$ cat config.mk
export PLATFORM = sky130hd
export DESIGN_NAME = smx_alu
export DESIGN_NICKNAME = d
export VERILOG_FILES = /design/src/smx_pkg.sv /design/src/smx_alu.sv
export SDC_FILE = /design/constraint.sdc
export NUM_CORES = 1
export LEC_CHECK = 0
export BUFFER_PORTS_ARGS = -buffer_cell sky130_fd_sc_hd__buf_2
export CAP_MARGIN = 20
export CELL_PAD_IN_SITES_DETAIL_PLACEMENT = 1
export CELL_PAD_IN_SITES_GLOBAL_PLACEMENT = 2
export CORE_AREA = 2 2 186 169
export CTS_CLUSTER_SIZE = 10
export DETAILED_ROUTE_END_ITERATION = 8
export DIE_AREA = 0 0 188 171
export PLACE_DENSITY_LB_ADDON = 0.1
export SLEW_MARGIN = 15
export SYNTH_ARGS = -nofsm -noshare
export SYNTH_HDL_FRONTEND = slang
export SYNTH_SLANG_ARGS = --single-unit
export TNS_END_PERCENT = 100
$ cat constraint.sdc
create_clock -name clk -period 4.71 [get_ports clk]
set_input_delay 0.942 -clock clk [delete_from_list [all_inputs] [get_ports clk]]
set_output_delay 0.942 -clock clk [all_outputs]
set_load 0.005 [all_outputs]
$ cat src/smx_pkg.sv
// shared types, codes and defaults of the stack machine executor
package smx_pkg;

	// default sizes
	localparam int STACK_DEPTH_DEF = 256;
	localparam int DATA_WIDTH_DEF  = 32;

	// fixed field widths of the channels
	localparam int CMD_W = 3;
	localparam int STS_W = 3;
	localparam int IO_W  = 32;

	// instruction codes
	typedef enum logic [CMD_W-1:0] {
		CMD_PUSH = 3'd0,
		CMD_OUT  = 3'd1,
		CMD_ADD  = 3'd2,
		CMD_SUB  = 3'd3,
		CMD_MUL  = 3'd4,
		CMD_DIV  = 3'd5,
		CMD_HLT  = 3'd6,
		CMD_UNK  = 3'd7
	} cmd_t;

	// result status codes
	typedef enum logic [STS_W-1:0] {
		STS_OK      = 3'd0,
		STS_UNDER   = 3'd1,
		STS_OVER    = 3'd2,
		STS_DIVZ    = 3'd3,
		STS_UNKNOWN = 3'd4,
		STS_HALTED  = 3'd5
	} status_t;

	// request from the sequencer to the multiply/divide unit
	typedef struct packed {
		logic start;
		logic is_div;
	} alu_req_t;

endpackage

$ cat src/smx_alu.sv
// iterative multiply and truncating signed divide, one bit per cycle
module smx_alu #(
	parameter int DATA_WIDTH = smx_pkg::DATA_WIDTH_DEF
) (
	input  logic                  clk,
	input  logic                  arst_n,
	input  smx_pkg::alu_req_t     req,
	input  logic [DATA_WIDTH-1:0] lhs,
	input  logic [DATA_WIDTH-1:0] rhs,
	output logic                  busy,
	output logic [DATA_WIDTH-1:0] result
);
	import smx_pkg::*;

	localparam int CW = $clog2(DATA_WIDTH + 1);

	logic                  busy_q;
	logic [CW-1:0]         cnt_q;
	logic                  div_q;
	logic                  neg_q;
	logic [DATA_WIDTH-1:0] acc_q;
	logic [DATA_WIDTH-1:0] sh_q;
	logic [DATA_WIDTH-1:0] op_q;

	logic [DATA_WIDTH-1:0] lhs_abs;
	logic [DATA_WIDTH-1:0] rhs_abs;
	logic [DATA_WIDTH:0]   rem_sh;
	logic                  rem_ge;
	logic [DATA_WIDTH:0]   rem_sub;

	// operand magnitudes for the divider
	assign lhs_abs = lhs[DATA_WIDTH-1] ? (~lhs + 1'b1) : lhs;
	assign rhs_abs = rhs[DATA_WIDTH-1] ? (~rhs + 1'b1) : rhs;

	// restoring divide step
	assign rem_sh  = {acc_q, sh_q[DATA_WIDTH-1]};
	assign rem_ge  = rem_sh >= {1'b0, op_q};
	assign rem_sub = rem_sh - {1'b0, op_q};

	// control
	always_ff @(posedge clk or negedge arst_n) begin
		if (!arst_n) begin
			busy_q <= 1'b0;
			cnt_q  <= '0;
		end else if (req.start) begin
			busy_q <= 1'b1;
			cnt_q  <= CW'(DATA_WIDTH);
		end else if (busy_q) begin
			cnt_q  <= cnt_q - 1'b1;
			busy_q <= cnt_q != CW'(1);
		end
	end

	// datapath
	always_ff @(posedge clk) begin
		if (req.start) begin
			div_q <= req.is_div;
			neg_q <= lhs[DATA_WIDTH-1] ^ rhs[DATA_WIDTH-1];
			acc_q <= '0;
			if (req.is_div) begin
				sh_q <= lhs_abs;
				op_q <= rhs_abs;
			end else begin
				sh_q <= rhs;
				op_q <= lhs;
			end
		end else if (busy_q) begin
			if (div_q) begin
				if (rem_ge) begin
					acc_q <= rem_sub[DATA_WIDTH-1:0];
				end else begin
					acc_q <= rem_sh[DATA_WIDTH-1:0];
				end
				sh_q <= {sh_q[DATA_WIDTH-2:0], rem_ge};
			end else begin
				if (sh_q[0]) begin
					acc_q <= acc_q + op_q;
				end
				sh_q <= sh_q >> 1;
				op_q <= op_q << 1;
			end
		end
	end

	assign busy   = busy_q;
	assign result = div_q ? (neg_q ? (~sh_q + 1'b1) : sh_q) : acc_q;

endmodule

==> impl_metrics.csv <==
group,metric,value,unit
outcome,status,"completed",
global_route,gr-usage-all-layers,23.2,%
finish,drive_above_1_share,11.4,%
logic_synthesis,synthArstFlopShare,6.67,%
min_path,hp-class,"primary input to async pin",
clocking,cts_hold_buffers,0,
run,maxCapViolations,0,
floorplanning,io_pins,101,
clocking,insertion_delay,0.37,ns
sta,setup_violations,0,
placement,dp.cells,1844,
logic_synthesis,synth_edf_count,66,
detailed_routing,wire_per_inst,20.0,µm
floorplanning,fp.dieW,188,µm
sta,min_period,4.39,ns
logic_synthesis,synth_cell_types,76,
sta,drv_slew,0,
global_route,antenna_found_initial,0,
power_and_ir_drop,leakagePower,5.12,nW
floorplanning,core,0.0305,mm²
worst_setup_path,crit_family,"simple AND/OR/NAND/NOR gates",
clocking,clk_pin_slew,0.09,ns
detailed_routing,drt-initial-drc-count,577,
placement,dp_hpwl,29800,µm
logic_synthesis,synth_commonest_cells,"141 x nand2_1, 123 x nor2_1, 118 x o21ai_0",
worst_setup_path,crit_arrival,3.45,ns
detailed_routing,num_vias,10300,
placement,gp_congestion,0.832,
logic_synthesis,yosys_warnings,0,
sta,finalSetupTns,0,ns
sta,hold_viol_final,0,
logic_synthesis,synth.most_common_cell,"nand2_1",
sta,fmax,0.228,GHz
detailed_routing,viasPerCell,5.56,
logic_synthesis,syn_nets,1540,
power_and_ir_drop,ir_drop,0.195,mV
clocking,cts_setup_buffers,0,
logic_synthesis,synth_area_leaders,"edfxtp_1 18%, xor2_1 8.2%, ha_1 7.7%, dfxtp_1 5.8%, o21ai_0 5.3%",
finish,nets,1584,
logic_synthesis,yosys.area.top_type_share,17.9,%
global_route,grt_pass1_vias,10200,
clocking,htree_levels,3,
sta,relSlewSlack,34.1,%
logic_synthesis,synth_area_leader_cell,"edfxtp_1",
detailed_routing,drc,0,
placement,io_buffers,100,
finish,instances_no_fill,1860,
detailed_routing,finalWirelength,37300,µm
worst_setup_path,path_class,"flip-flop to output pin",
floorplanning,start_util,36.3,%
placement,place_ws,0.702,ns
clocking,clkSinkCount,105,
global_route,grt_pass1_wl,58900,µm
worst_setup_path,slowest_stage,"or4_1",
global_route,grt_max_degree,94,
sta,rsz0062_at_grt,"no",
clocking,cts_tree,"built",
clocking,cts-buffers-inserted,9,
worst_setup_path,cp.required,3.77,ns
logic_synthesis,synth_ff_type,"edfxtp_1",
power_and_ir_drop,total_power,6.20,mW
logic_synthesis,syn_area,0.0111,mm²
detailed_routing,antenna_left,0,
finish,diodes,0,
logic_synthesis,synth_area_per_cell,7.88,µm²
logic_synthesis,synth-seq-cells,105,
logic_synthesis,netlist_instances,1402,
worst_setup_path,r2r_setup_slack,0.96,ns
finish,fin_util,40.0,%
clocking,ctsLongestPathBuffers,2,
sta,tightest_slew,0.988,ns
worst_setup_path,critPathBufInv,2,
floorplanning,rows,61,
worst_setup_path,crit-reg2reg-capture,"acc_q[26]$_SDFFE_PP0P_",
worst_setup_path,worstPathCellList,"inv_1 -> ha_1 -> nand2b_1 -> nand2b_1 -> or4_1 -> or3_1 -> or3_1 -> o31ai_1 -> xor2_1 -> a21oi_1 -> buf_2",
sta,finalCritPeriodShare,93.3,%
detailed_routing,first_pass_iters,5,
worst_setup_path,reg2regPathDepth,13,
sta,clock_skew,0.0231,ns
finish,area_growth,10.2,%
floorplanning,die_y,171,µm
worst_setup_path,r2r-start,"sh_q[31]$_DFFE_PP_",
clocking,cts_root_buffer,"clkbuf_16",
worst_setup_path,crit_fanout,6,
worst_setup_path,slowest_delay,0.48,ns
logic_synthesis,ys_seq_area_share,25.3,%
clocking,post_cts_resized,0,
power_and_ir_drop,power.density,509,mW/mm²
floorplanning,die_area,0.0321,mm²
worst_setup_path,end_kind,"output pin",
global_route,overflow,0,
sta,fin_ws,0.315,ns
worst_setup_path,cp-start-kind,"flip-flop",
report_power, final:
part	internal, mW	leakage (nW)	switching (mW)
logic	1.56	3.94	2.26
clock network	0.372	0.137	0.390
registers	1.24	1.04	0.387
metrics by stage:
stage / hold WS (ns) / instance area (µm²)
final: 0.396 / 12200
after global routing: 0.416 / 12200
after CTS: 0.402 / 12200
after detailed placement: 0.504 / 11900
after global placement: 0.498 / 11900
after floorplan: 0.470 / 11100
sequential cells by signal (all words and copies together) (netlist names):
name   count
acc_q     32
op_q      32
div_q      1
neg_q      1
sh_q      32
busy       1
cnt_q      6
worst max-delay path by stage:
stage	startpoint	to	slack [ns]	cells after the start
floorplan	sh_q[0]$_DFFE_PP_	result[28]	1.10	10
global placement	sh_q[0]$_DFFE_PP_	result[28]	0.74	11
detailed placement	sh_q[0]$_DFFE_PP_	result[28]	0.70	11
CTS	sh_q[0]$_DFFE_PP_	result[28]	0.30	11
global route	sh_q[0]$_DFFE_PP_	result[28]	0.09	11
finish	sh_q[0]$_DFFE_PP_	result[28]	0.32	11
placed cells by master (no fill, tap or decap), types with 32 or more instances in the layout:
cell type	count
a21o_1	37
a21oi_1	116
buf_2	98
dfxtp_1	32
edfxtp_1	66
ha_1	68
inv_1	56
mux2i_1	39
nand2_1	141
nor2_1	123
o211ai_1	64
o21ai_0	117
xnor2_1	41
xor2_1	103
worst register-to-register path, cell delays in order, from the launching register on:
cell and delay, ns:
edfxtp_1 0.45, inv_1 0.18, ha_1 0.22, fa_1 0.24
nor2b_1 0.06, o21ai_1 0.23, a21boi_1 0.18, or4_1 0.59
a41oi_2 0.41, o41a_1 0.29, o21ai_1 0.12, xnor2_1 0.17
o21a_1 0.18, a2111oi_0 0.34
per-layer routing:
layer	part of all wire [%]	GRT usage, %	up-vias
met5	0	0	-
met4	1.5	5.07	0
met3	2.8	1.33	26
met2	40	33.5	149
met1	56	37.2	4928
li1	-	-	5246
layout make-up:
class | instances | area, µm²
fill | 3698 | 18300
multi-input combinational | 1158 | 7730
sequential | 105 | 2800
timing repair buffer | 115 | 656
tap | 409 | 512
clock buffer | 11 | 233
inverter | 57 | 214
clock inverter | 5 | 46.3
cell families after synthesis:
family          synth area share (%)
simple gates                    17.4
flops                           25.3
buf+inv                         4.80
mux                             4.58
fa+ha+maj                       8.06
xor+xnor                        11.4
compound gates                  28.4
(Power assumes the default switching activity.)
